--- config.mk ---
export PLATFORM = sky130hd
export DESIGN_NAME = byte_budget_ledger_top_flat
export DESIGN_NICKNAME = d
export VERILOG_FILES = /design/src/hw/rtl/bbl_pkg.sv /design/src/hw/rtl/bbl_req_if.sv /design/src/hw/rtl/bbl_rsp_if.sv /design/src/hw/rtl/byte_budget_ledger_top.sv /design/src/hw/rtl/bbl_ram.sv /design/src/flat_wrapper.sv
export SDC_FILE = /design/constraint.sdc
export NUM_CORES = 2
export LEC_CHECK = 0
export BUFFER_PORTS_ARGS = -buffer_cell sky130_fd_sc_hd__buf_2
export CORE_MARGIN = 2
export CORE_UTILIZATION = 35
export DETAILED_ROUTE_END_ITERATION = 12
export SYNTH_ARGS = -nofsm -noshare
export SYNTH_HDL_FRONTEND = slang
export SYNTH_SLANG_ARGS = --single-unit
--- constraint.sdc ---
create_clock -name clock -period 15.6 [get_ports clock]
set_input_delay 0.78 -clock clock [delete_from_list [all_inputs] [get_ports clock]]
set_output_delay 0.78 -clock clock [all_outputs]
set_load 0.1 [all_outputs]
--- src/hw/rtl/bbl_pkg.sv ---
// ----------------------------------------------------------------------------
// bbl_pkg: shared constants for the byte budget ledger
// Field widths, request modes, status codes and register indexes.
// ----------------------------------------------------------------------------
package bbl_pkg;

   // Default number of categories held in the ledger memory
   localparam int CATEGORY_COUNT_DEFAULT = 8;

   // Field widths
   localparam int MODE_W     = 3;
   localparam int CATEGORY_W = 4;
   localparam int BYTES_W    = 64;
   localparam int COUNT_W    = 32;
   localparam int STATUS_W   = 3;
   localparam int SLICE_CAT_W = 3;
   localparam int CSR_INDEX_W = 1;

   // Request modes
   localparam logic [MODE_W-1:0] MODE_SET           = 3'd0;
   localparam logic [MODE_W-1:0] MODE_CHARGE        = 3'd1;
   localparam logic [MODE_W-1:0] MODE_RELEASE       = 3'd2;
   localparam logic [MODE_W-1:0] MODE_SLICE_CHARGE  = 3'd3;
   localparam logic [MODE_W-1:0] MODE_SLICE_RELEASE = 3'd4;

   // Result status codes
   localparam logic [STATUS_W-1:0] STATUS_OK             = 3'd0;
   localparam logic [STATUS_W-1:0] STATUS_BAD_CATEGORY   = 3'd1;
   localparam logic [STATUS_W-1:0] STATUS_OVERFLOW       = 3'd2;
   localparam logic [STATUS_W-1:0] STATUS_CAP_EXCEEDED   = 3'd3;
   localparam logic [STATUS_W-1:0] STATUS_RELEASE_UNDER  = 3'd4;
   localparam logic [STATUS_W-1:0] STATUS_SLICE_UNDER    = 3'd5;
   localparam logic [STATUS_W-1:0] STATUS_SLICE_OVER     = 3'd6;

   // Register indexes
   localparam logic [CSR_INDEX_W-1:0] CSR_CAP_BYTES      = 1'd0;
   localparam logic [CSR_INDEX_W-1:0] CSR_SLICE_CATEGORY = 1'd1;

endpackage

--- src/hw/rtl/bbl_req_if.sv ---
// ----------------------------------------------------------------------------
// bbl_req_if: request channel
// Valid/ready channel carrying one ledger request item.
// ----------------------------------------------------------------------------
interface bbl_req_if;

   logic                              valid;
   logic                              ready;
   logic [bbl_pkg::MODE_W-1:0]        mode;
   logic [bbl_pkg::CATEGORY_W-1:0]    category;
   logic [bbl_pkg::BYTES_W-1:0]       amount;

   modport source (output valid, output mode, output category, output amount,
                   input ready);
   modport sink   (input valid, input mode, input category, input amount,
                   output ready);

endinterface

--- src/hw/rtl/bbl_rsp_if.sv ---
// ----------------------------------------------------------------------------
// bbl_rsp_if: response channel
// Valid/ready channel carrying one ledger result item.
// ----------------------------------------------------------------------------
interface bbl_rsp_if;

   logic                            valid;
   logic                            ready;
   logic [bbl_pkg::STATUS_W-1:0]    status;
   logic [bbl_pkg::BYTES_W-1:0]     category_total;
   logic [bbl_pkg::BYTES_W-1:0]     ledger_sum;
   logic [bbl_pkg::BYTES_W-1:0]     peak_total;
   logic [bbl_pkg::COUNT_W-1:0]     live_slices;
   logic [bbl_pkg::COUNT_W-1:0]     peak_live_slices;
   logic [bbl_pkg::BYTES_W-1:0]     slice_bytes;
   logic [bbl_pkg::BYTES_W-1:0]     peak_slice_bytes;

   modport source (output valid, output status, output category_total,
                   output ledger_sum, output peak_total, output live_slices,
                   output peak_live_slices, output slice_bytes,
                   output peak_slice_bytes, input ready);
   modport sink   (input valid, input status, input category_total,
                   input ledger_sum, input peak_total, input live_slices,
                   input peak_live_slices, input slice_bytes,
                   input peak_slice_bytes, output ready);

endinterface

--- src/hw/rtl/byte_budget_ledger_top.sv ---
// Each request item goes through the read, check and write passes over the category memory
// (one read port, one write port); the write pass holds until the output register is free.
// A new item is accepted only in idle, after the write pass of the last one is done.
// The next item is taken while a finished result still waits in the output register.
// Reset (synchronous, active high) zeroes all totals, counts and peaks, sets the cap
// to all ones and the slice category to 0; category bytes read as zero until written.
// ----------------------------------------------------------------------------
// byte_budget_ledger_top: per-category byte ledger with total and slice tracking
// Category byte counts live in a small RAM; each item is read, checked against overflow,
// underflow and the cap, and written back only when it passes, with totals and peaks kept in flops.
// ----------------------------------------------------------------------------
module byte_budget_ledger_top #(
   parameter int CATEGORY_COUNT = bbl_pkg::CATEGORY_COUNT_DEFAULT
) (
   input  logic                                clock,
   input  logic                                reset,
   bbl_req_if.sink                             req_chan,
   bbl_rsp_if.source                           rsp_chan,
   input  logic                                csr_we,
   input  logic [bbl_pkg::CSR_INDEX_W-1:0]     csr_index,
   input  logic [bbl_pkg::BYTES_W-1:0]         csr_wdata
);

   localparam int IdxW = (CATEGORY_COUNT > 1) ? $clog2(CATEGORY_COUNT) : 1;
   localparam int BW   = bbl_pkg::BYTES_W;
   localparam int CW   = bbl_pkg::COUNT_W;
   localparam int SW   = bbl_pkg::STATUS_W;
   localparam int MW   = bbl_pkg::MODE_W;

   typedef enum logic [1:0] {
      ST_IDLE,
      ST_READ,
      ST_CHECK,
      ST_WRITE
   } state_type;

   state_type                      state_ff;

   // Configuration
   logic [BW-1:0]                  cap_ff;
   logic [bbl_pkg::SLICE_CAT_W-1:0] slice_cat_ff;

   // Item in flight
   logic [MW-1:0]                  mode_ff;
   logic                           addr_ok_ff;
   logic [IdxW-1:0]                idx_ff;
   logic [BW-1:0]                  amount_ff;
   logic [BW-1:0]                  cur_ff;
   logic [BW-1:0]                  val_ff;
   logic [BW-1:0]                  rest_ff;
   logic [BW-1:0]                  nt_ff;
   logic [SW-1:0]                  st_ff;

   // Ledger state outside the memory
   logic [CATEGORY_COUNT-1:0]      ent_vld_ff;
   logic [BW-1:0]                  total_ff;
   logic [BW-1:0]                  peak_ff;
   logic [CW-1:0]                  cnt_ff;
   logic [CW-1:0]                  peak_cnt_ff;
   logic [BW-1:0]                  mirror_ff;
   logic [BW-1:0]                  peak_mirror_ff;

   // Output register
   logic                           rsp_valid_ff;
   logic [SW-1:0]                  rsp_status_ff;
   logic [BW-1:0]                  rsp_cat_total_ff;

   // Combinational values
   logic                           req_fire;
   logic                           is_slice;
   logic [4:0]                     addr_wide;
   logic                           addr_ok_in;
   logic [IdxW-1:0]                idx_in;
   logic [BW-1:0]                  ram_rdata;
   logic [BW-1:0]                  cur_in;
   logic [BW:0]                    sum_in;
   logic [BW:0]                    diff_in;
   logic [BW-1:0]                  val_in;
   logic [SW-1:0]                  st1_in;
   logic [BW-1:0]                  rest_in;
   logic [BW:0]                    nt_sum;
   logic [SW-1:0]                  st2_in;
   logic                           out_free;
   logic                           wr_go;
   logic                           is_charge;
   logic                           is_release;
   logic [SW-1:0]                  fin_st;
   logic                           commit;
   logic                           slice_dec;
   logic [BW-1:0]                  total_in;
   logic [BW-1:0]                  peak_in;
   logic [CW-1:0]                  cnt_in;
   logic [CW-1:0]                  peak_cnt_in;
   logic [BW-1:0]                  mirror_in;
   logic [BW-1:0]                  peak_mirror_in;
   logic [BW-1:0]                  cat_total_in;

   // Address decode at acceptance
   assign req_fire  = req_chan.valid && req_chan.ready;
   assign is_slice  = (req_chan.mode == bbl_pkg::MODE_SLICE_CHARGE) ||
                      (req_chan.mode == bbl_pkg::MODE_SLICE_RELEASE);
   assign addr_wide = is_slice ? {2'b00, slice_cat_ff} : {1'b0, req_chan.category};
   assign addr_ok_in = (addr_wide < 5'(CATEGORY_COUNT)) &&
                       (req_chan.mode <= bbl_pkg::MODE_SLICE_RELEASE);
   assign idx_in    = addr_ok_in ? addr_wide[IdxW-1:0] : '0;

   assign req_chan.ready = (state_ff == ST_IDLE);

   // Category memory: read at acceptance, write back on commit
   bbl_ram #(
      .WIDTH (BW),
      .DEPTH (CATEGORY_COUNT)
   ) u_cat_ram (
      .clock (clock),
      .we    (commit),
      .waddr (idx_ff),
      .wdata (val_ff),
      .re    (req_fire),
      .raddr (idx_in),
      .rdata (ram_rdata)
   );

   // Read pass: form the new category value and the total without it
   assign is_charge  = (mode_ff == bbl_pkg::MODE_CHARGE) ||
                       (mode_ff == bbl_pkg::MODE_SLICE_CHARGE);
   assign is_release = (mode_ff == bbl_pkg::MODE_RELEASE) ||
                       (mode_ff == bbl_pkg::MODE_SLICE_RELEASE);
   assign cur_in  = ent_vld_ff[idx_ff] ? ram_rdata : '0;
   assign sum_in  = {1'b0, cur_in} + {1'b0, amount_ff};
   assign diff_in = {1'b0, cur_in} - {1'b0, amount_ff};
   assign rest_in = total_ff - cur_in;

   always_comb begin
      priority if (is_charge) begin
         val_in = sum_in[BW-1:0];
         st1_in = sum_in[BW] ? bbl_pkg::STATUS_OVERFLOW : bbl_pkg::STATUS_OK;
      end else if (is_release) begin
         val_in = diff_in[BW-1:0];
         st1_in = diff_in[BW] ? bbl_pkg::STATUS_RELEASE_UNDER : bbl_pkg::STATUS_OK;
      end else begin
         val_in = amount_ff;
         st1_in = bbl_pkg::STATUS_OK;
      end
   end

   // Check pass: new total against 64 bits and the cap
   assign nt_sum = {1'b0, rest_ff} + {1'b0, val_ff};

   always_comb begin
      priority if (st_ff != bbl_pkg::STATUS_OK) begin
         st2_in = st_ff;
      end else if (nt_sum[BW]) begin
         st2_in = bbl_pkg::STATUS_OVERFLOW;
      end else if (nt_sum[BW-1:0] > cap_ff) begin
         st2_in = bbl_pkg::STATUS_CAP_EXCEEDED;
      end else begin
         st2_in = bbl_pkg::STATUS_OK;
      end
   end

   // Write pass: settle status, slice count rules and the new ledger state
   assign out_free = !rsp_valid_ff || rsp_chan.ready;
   assign wr_go    = (state_ff == ST_WRITE) && out_free;

   always_comb begin
      priority if ((mode_ff == bbl_pkg::MODE_SLICE_RELEASE) && (cnt_ff == '0)) begin
         fin_st = bbl_pkg::STATUS_SLICE_UNDER;
      end else if (!addr_ok_ff) begin
         fin_st = bbl_pkg::STATUS_BAD_CATEGORY;
      end else if ((mode_ff == bbl_pkg::MODE_SLICE_CHARGE) &&
                   (st_ff == bbl_pkg::STATUS_OK) && (&cnt_ff)) begin
         fin_st = bbl_pkg::STATUS_SLICE_OVER;
      end else begin
         fin_st = st_ff;
      end
   end

   assign commit    = wr_go && (fin_st == bbl_pkg::STATUS_OK);
   assign slice_dec = wr_go && (mode_ff == bbl_pkg::MODE_SLICE_RELEASE) && (cnt_ff != '0);

   always_comb begin
      total_in       = commit ? nt_ff : total_ff;
      peak_in        = (commit && (nt_ff > peak_ff)) ? nt_ff : peak_ff;
      priority if (commit && (mode_ff == bbl_pkg::MODE_SLICE_CHARGE)) begin
         cnt_in = cnt_ff + CW'(1);
      end else if (slice_dec) begin
         cnt_in = cnt_ff - CW'(1);
      end else begin
         cnt_in = cnt_ff;
      end
      peak_cnt_in    = (cnt_in > peak_cnt_ff) ? cnt_in : peak_cnt_ff;
      mirror_in      = (commit && ((mode_ff == bbl_pkg::MODE_SLICE_CHARGE) ||
                                   (mode_ff == bbl_pkg::MODE_SLICE_RELEASE)))
                       ? val_ff : mirror_ff;
      peak_mirror_in = (commit && (mode_ff == bbl_pkg::MODE_SLICE_CHARGE) &&
                        (val_ff > peak_mirror_ff)) ? val_ff : peak_mirror_ff;
      cat_total_in   = !addr_ok_ff ? '0 : (commit ? val_ff : cur_ff);
   end

   // Sequencer, ledger state and output register
   always_ff @(posedge clock) begin
      if (reset) begin
         state_ff       <= ST_IDLE;
         cap_ff         <= '1;
         slice_cat_ff   <= '0;
         ent_vld_ff     <= '0;
         total_ff       <= '0;
         peak_ff        <= '0;
         cnt_ff         <= '0;
         peak_cnt_ff    <= '0;
         mirror_ff      <= '0;
         peak_mirror_ff <= '0;
         rsp_valid_ff   <= 1'b0;
      end else begin
         // Configuration writes
         if (csr_we) begin
            unique case (csr_index)
               bbl_pkg::CSR_CAP_BYTES: begin
                  cap_ff <= csr_wdata;
               end
               bbl_pkg::CSR_SLICE_CATEGORY: begin
                  slice_cat_ff <= csr_wdata[bbl_pkg::SLICE_CAT_W-1:0];
               end
               default: begin
                  cap_ff <= cap_ff;
               end
            endcase
         end

         // Drop the result once taken, unless a new one replaces it
         if (rsp_valid_ff && rsp_chan.ready && !wr_go) begin
            rsp_valid_ff <= 1'b0;
         end

         unique case (state_ff)
            ST_IDLE: begin
               if (req_fire) begin
                  state_ff <= ST_READ;
               end
            end
            ST_READ: begin
               state_ff <= ST_CHECK;
            end
            ST_CHECK: begin
               state_ff <= ST_WRITE;
            end
            ST_WRITE: begin
               // Hold until the output register is free
               if (out_free) begin
                  state_ff       <= ST_IDLE;
                  rsp_valid_ff   <= 1'b1;
                  total_ff       <= total_in;
                  peak_ff        <= peak_in;
                  cnt_ff         <= cnt_in;
                  peak_cnt_ff    <= peak_cnt_in;
                  mirror_ff      <= mirror_in;
                  peak_mirror_ff <= peak_mirror_in;
                  if (commit) begin
                     ent_vld_ff[idx_ff] <= 1'b1;
                  end
               end
            end
            default: begin
               state_ff <= ST_IDLE;
            end
         endcase
      end
   end

   // Datapath registers
   always_ff @(posedge clock) begin
      if (req_fire) begin
         mode_ff    <= req_chan.mode;
         addr_ok_ff <= addr_ok_in;
         idx_ff     <= idx_in;
         amount_ff  <= req_chan.amount;
      end
      if (state_ff == ST_READ) begin
         cur_ff  <= cur_in;
         val_ff  <= val_in;
         rest_ff <= rest_in;
         st_ff   <= st1_in;
      end
      if (state_ff == ST_CHECK) begin
         nt_ff <= nt_sum[BW-1:0];
         st_ff <= st2_in;
      end
      if (wr_go) begin
         rsp_status_ff    <= fin_st;
         rsp_cat_total_ff <= cat_total_in;
      end
   end

   // Drive the response channel
   assign rsp_chan.valid            = rsp_valid_ff;
   assign rsp_chan.status           = rsp_status_ff;
   assign rsp_chan.category_total   = rsp_cat_total_ff;
   assign rsp_chan.ledger_sum       = total_ff;
   assign rsp_chan.peak_total       = peak_ff;
   assign rsp_chan.live_slices      = cnt_ff;
   assign rsp_chan.peak_live_slices = peak_cnt_ff;
   assign rsp_chan.slice_bytes      = mirror_ff;
   assign rsp_chan.peak_slice_bytes = peak_mirror_ff;

`ifndef NO_ASSERTIONS
   // Peak total never falls below the running total
   a_peak_total: assert property (@(posedge clock) disable iff (reset)
      peak_ff >= total_ff)
      else $error("peak total below running total");

   // Peak slice count never falls below the live count
   a_peak_cnt: assert property (@(posedge clock) disable iff (reset)
      peak_cnt_ff >= cnt_ff)
      else $error("peak live slices below live slices");

   // Live slice count moves by at most one per item
   a_cnt_step: assert property (@(posedge clock) disable iff (reset)
      !$stable(cnt_ff) |-> (cnt_ff == $past(cnt_ff) + CW'(1)) ||
                           (cnt_ff == $past(cnt_ff) - CW'(1)))
      else $error("live slice count jumped");

   // A result appears only out of the write pass
   a_rsp_src: assert property (@(posedge clock) disable iff (reset)
      $rose(rsp_valid_ff) |-> $past(state_ff == ST_WRITE))
      else $error("result raised outside write pass");

   // Memory is written only on a successful commit of a valid category
   a_commit_ok: assert property (@(posedge clock) disable iff (reset)
      commit |-> addr_ok_ff && (state_ff == ST_WRITE))
      else $error("memory write without valid commit");
`endif

endmodule

--- src/hw/rtl/bbl_ram.sv ---
// ----------------------------------------------------------------------------
// bbl_ram: generic single-port-write, single-port-read RAM
// One write and one read per cycle; read data is registered.
// ----------------------------------------------------------------------------
module bbl_ram #(
   parameter int WIDTH = 64,
   parameter int DEPTH = 8,
   localparam int AddrW = (DEPTH > 1) ? $clog2(DEPTH) : 1
) (
   input  logic              clock,
   input  logic              we,
   input  logic [AddrW-1:0]  waddr,
   input  logic [WIDTH-1:0]  wdata,
   input  logic              re,
   input  logic [AddrW-1:0]  raddr,
   output logic [WIDTH-1:0]  rdata
);

   logic [WIDTH-1:0] mem_ff [DEPTH];
   logic [WIDTH-1:0] rdata_ff;

   // Write port and registered read port
   always_ff @(posedge clock) begin
      if (we) begin
         mem_ff[waddr] <= wdata;
      end
      if (re) begin
         rdata_ff <= mem_ff[raddr];
      end
   end

   assign rdata = rdata_ff;

endmodule

--- src/flat_wrapper.sv ---
// flat-port wrapper written by rule: the top's interface ports become plain ports
module byte_budget_ledger_top_flat 
#(
   parameter int CATEGORY_COUNT = bbl_pkg::CATEGORY_COUNT_DEFAULT
)
  (clock, reset, csr_we, csr_index, csr_wdata, req_chan_valid, req_chan_mode, req_chan_category, req_chan_amount, req_chan_ready, rsp_chan_valid, rsp_chan_status, rsp_chan_category_total, rsp_chan_ledger_sum, rsp_chan_peak_total, rsp_chan_live_slices, rsp_chan_peak_live_slices, rsp_chan_slice_bytes, rsp_chan_peak_slice_bytes, rsp_chan_ready);
  bbl_req_if req_chan_i ();
  bbl_rsp_if rsp_chan_i ();
  input  logic clock;
  input  logic reset;
  input  logic csr_we;
  input  logic [bbl_pkg::CSR_INDEX_W-1:0] csr_index;
  input  logic [bbl_pkg::BYTES_W-1:0] csr_wdata;
  input wire logic [$bits(req_chan_i.valid)-1:0] req_chan_valid;
  input wire logic [$bits(req_chan_i.mode)-1:0] req_chan_mode;
  input wire logic [$bits(req_chan_i.category)-1:0] req_chan_category;
  input wire logic [$bits(req_chan_i.amount)-1:0] req_chan_amount;
  output wire logic [$bits(req_chan_i.ready)-1:0] req_chan_ready;
  output wire logic [$bits(rsp_chan_i.valid)-1:0] rsp_chan_valid;
  output wire logic [$bits(rsp_chan_i.status)-1:0] rsp_chan_status;
  output wire logic [$bits(rsp_chan_i.category_total)-1:0] rsp_chan_category_total;
  output wire logic [$bits(rsp_chan_i.ledger_sum)-1:0] rsp_chan_ledger_sum;
  output wire logic [$bits(rsp_chan_i.peak_total)-1:0] rsp_chan_peak_total;
  output wire logic [$bits(rsp_chan_i.live_slices)-1:0] rsp_chan_live_slices;
  output wire logic [$bits(rsp_chan_i.peak_live_slices)-1:0] rsp_chan_peak_live_slices;
  output wire logic [$bits(rsp_chan_i.slice_bytes)-1:0] rsp_chan_slice_bytes;
  output wire logic [$bits(rsp_chan_i.peak_slice_bytes)-1:0] rsp_chan_peak_slice_bytes;
  input wire logic [$bits(rsp_chan_i.ready)-1:0] rsp_chan_ready;
  assign req_chan_i.valid = req_chan_valid;
  assign req_chan_i.mode = req_chan_mode;
  assign req_chan_i.category = req_chan_category;
  assign req_chan_i.amount = req_chan_amount;
  assign req_chan_ready = req_chan_i.ready;
  assign rsp_chan_valid = rsp_chan_i.valid;
  assign rsp_chan_status = rsp_chan_i.status;
  assign rsp_chan_category_total = rsp_chan_i.category_total;
  assign rsp_chan_ledger_sum = rsp_chan_i.ledger_sum;
  assign rsp_chan_peak_total = rsp_chan_i.peak_total;
  assign rsp_chan_live_slices = rsp_chan_i.live_slices;
  assign rsp_chan_peak_live_slices = rsp_chan_i.peak_live_slices;
  assign rsp_chan_slice_bytes = rsp_chan_i.slice_bytes;
  assign rsp_chan_peak_slice_bytes = rsp_chan_i.peak_slice_bytes;
  assign rsp_chan_i.ready = rsp_chan_ready;
  byte_budget_ledger_top #(.CATEGORY_COUNT(CATEGORY_COUNT)) u_core (.clock(clock), .reset(reset), .req_chan(req_chan_i), .rsp_chan(rsp_chan_i), .csr_we(csr_we), .csr_index(csr_index), .csr_wdata(csr_wdata));
endmodule
==> metrics <==
share of post-route cells with drive strength above 1 12.4%; Pint 8000 uW; area grow syn2layout 15.2%; Global Route Usage Sum 26.0%; Peak VDD IR 0.144 mV; Fmax achieved 144 MHz; drt total wl 281000 um; antenna violations before repair 21; Startpoint Class flop; Placer Congestion 0.999; Post-CTS Hold Fix Bufs 0; critical path class flop to flop; vias per cell 5.59; Syn Nets 7851; crit path max fanout 13; total power divided by cell area 158 mW/mm2; clk sinks 1371; num rows 165; clk buf depth 3; Final Setup Violations 0; Final period util 44.6%; final cell count without fillers 10464; hold crit path type input pin to flop; floorplan core area 0.203 mm2; largest net degree at the start of global routing 152; top_reg_cell synth edfxtp_1; Initial Util 35.3%; vias in the first global route 54472; critical path arrival 7.50 ns; leak pwr 0.0340 uW; CTS tree done; FFs w/ async S/R, synth 0%; TritonRoute pass-1 iters 6; clock share of power 28.5%; Post-Layout Inst Area 0.0823 mm2; Seq pwr share 39.2%; full die area 0.208 mm2; DR vias 58448; ANT nets after route 0; Crit. End Element flop; 1st-iter DRT viols 6533; clock buffer count from CTS 156; nets 8291; total power draw 13000 uW; max cap viols 0; post-synthesis cell type count 91; Net Sw Frac 38.4%; Die Width 456 um; clk slew on worst S/H paths 0.06 ns; first-pass GRT wire length 394000 um; Final HPWL DP 206000 um; Residual DRC 0; clk_lat worst skew 0.86 ns; PostCTS Resize Cnt 0; clock skew 0.0595 ns; syn avg cell area 9.89 um2; status finished, final reports clean; dpl cells 10174; wire length per cell 26.8 um; Logic pwr share 32.3%; Slew Limit Headroom 13.3%; Post-DP Area 0.0771 mm2; Sum Neg Setup Slack 0 ns; Ys Warns 0; chip height 456 um; Post-CTS Setup Inserts 0; Switch Pwr 4990 uW; unrepaired setup endpoints after global routing no; fin util 40.6%; H-tree depth 4; fin crit period 6.96 ns; sequential area share after synthesis 52.1%; Synth Instances 7220; Root Buffer Master clkbuf_16; mapped cell area 0.0714 mm2; Post-synth EDFFs 973; IO Count 530; port buffer count 529; Least-Margin Pin Slew 1.30 ns; Worst Path Required 16.15 ns; Slew Limit Fails 0; remaining global-route overflow 0; Seq cells post-synth 1371; Fin. Hold Viols 0
-- power by group through the flow --
stage               combinational (uW)  sequential (uW)  clock, uW
global placement                  4070             5150          0
detailed placement                4120             5150          0
floorplan                         2320             5190          0
global route                      4500             5100       3910
finish                            4200             5090       3710
CTS                               4140             5080       3780
-- layer usage --
layer,GRT usage [%],vias to the layer above,routed length [um]
li1,-,26730,-
met1,32.6,28651,111000
met2,41.9,2505,130000
met3,4.49,556,20400
met4,15.8,6,19400
met5,0,-,34
-- Yosys cell counts (all sizes together) (101+ instances only) --
| library cell | number | share of area, % |
|---|---|---|
| nand2 | 1244 | 6.5 |
| a21oi | 532 | 3.7 |
| dfxtp | 398 | 11 |
| clkbuf | 316 | 1.7 |
| o21ai | 270 | 1.9 |
| mux2i | 150 | 2.1 |
| edfxtp | 973 | 41 |
| nand3 | 392 | 2.8 |
| nor2 | 470 | 2.5 |
| inv | 465 | 2.4 |
| xnor2 | 103 | 1.3 |
| a21o | 173 | 1.8 |
| nand4 | 101 | 0.88 |
| ha | 486 | 8.5 |
-- placed cells by master, fill, tap and decap left out, types with 23 or more instances in the layout --
master        n
nor4_1       41
buf_4       122
xor2_1       52
buf_2       528
ha_1        484
a211o_1      76
o21ai_0     264
a21oi_1     532
nand3_1     391
nor2_1      466
or3_1        25
nor3_1       66
clkbuf_1     32
a21boi_0     78
a22oi_1      36
and3_1       24
xnor2_1     103
mux2i_1     149
o211ai_1     30
nand2b_1     31
o21a_1       40
nand2_1    1243
a31oi_1      41
clkbuf_16   157
a21o_1      173
nand4_1     101
o21bai_1     72
a211oi_1     43
edfxtp_1    973
o31ai_1      26
o22ai_1      64
clkinv_2     29
dfxtp_1     398
inv_1       463
nor2b_1      78
a22o_1       23
-- metrics by stage --
step                      worst slack (ns)  hold WS, ns
after floorplan                       6.60        0.435
after detailed placement              8.74        0.445
final                                 8.64        0.110
after CTS                             8.69       0.0530
after global placement                8.80        0.444
after global routing                  8.23       0.0723
-- cell type report --
type / instances / area, um2
clock inverters: 87 / 945
fillers: 19740 / 120000
well taps: 2672 / 3340
diodes: 2 / 5.00
clock buffers: 201 / 4210
multi-input cells: 5010 / 31200
repair buffers: 655 / 3650
inverters: 466 / 1760
flip-flops and latches: 1371 / 37200
-- flip-flops by register name, summed over array words and instances (netlist names), 32 cells and up --
| signal | count |
|---|---|
| u_core.rsp_chan.peak_total | 64 |
| u_core.rsp_chan.live_slices | 32 |
| u_core.rsp_chan.peak_live_slices | 32 |
| u_core.rest_ff | 64 |
| u_core.val_ff | 64 |
| u_core.u_cat_ram.rdata | 64 |
| u_core.rsp_chan.peak_slice_bytes | 64 |
| u_core.cur_ff | 64 |
| u_core.rsp_chan.slice_bytes | 64 |
| u_core.u_cat_ram.mem_ff | 512 |
| u_core.rsp_chan.ledger_sum | 64 |
| u_core.amount_ff | 64 |
| u_core.cap_ff | 64 |
| u_core.nt_ff | 64 |
| u_core.rsp_chan.category_total | 64 |
-- kinds of logic after synthesis --
family	count (synthesis)	synth area share (%)
AOI/OAI and AO/OA	1664	15.0
adders and majority gates	490	8.62
and+or+nand+nor	2547	15.6
buffers and inverters	839	4.53
xor gates and xnor gates	155	1.90
DFF	1371	52.1
muxes	154	2.21
-- critical path, cell delays in order (launching register included) --
cell	delay [ns]
edfxtp_1	0.76
ha_1	0.39
a21oi_1	0.27
o211ai_1	0.20
a221oi_1	0.57
o21ai_1	0.26
a41oi_1	0.65
o2111ai_1	0.36
a21oi_1	0.26
nor2_1	0.13
a221oi_1	0.47
o21ai_0	0.21
xor2_1	0.22
ha_1	0.33
nand4_1	0.19
nor4_1	0.46
nand3_1	0.15
o21ai_0	0.62
a22oi_1	0.13
-- final timing paths --
path	startpoint	end	slack, ns	cells past startpoint
worst min register to register	u_core.rsp_chan.slice_bytes[57]	u_core.rsp_chan.slice_bytes[57]	0.45	2
worst max-delay path	u_core.val_ff[4]	u_core.st_ff[1]	8.64	18
worst min-delay path	req_chan_amount[32]	u_core.amount_ff[32]	0.11	1
worst max register to register	u_core.val_ff[4]	u_core.st_ff[1]	8.64	18
No activity file was read; power rests on OpenSTA's default activity.
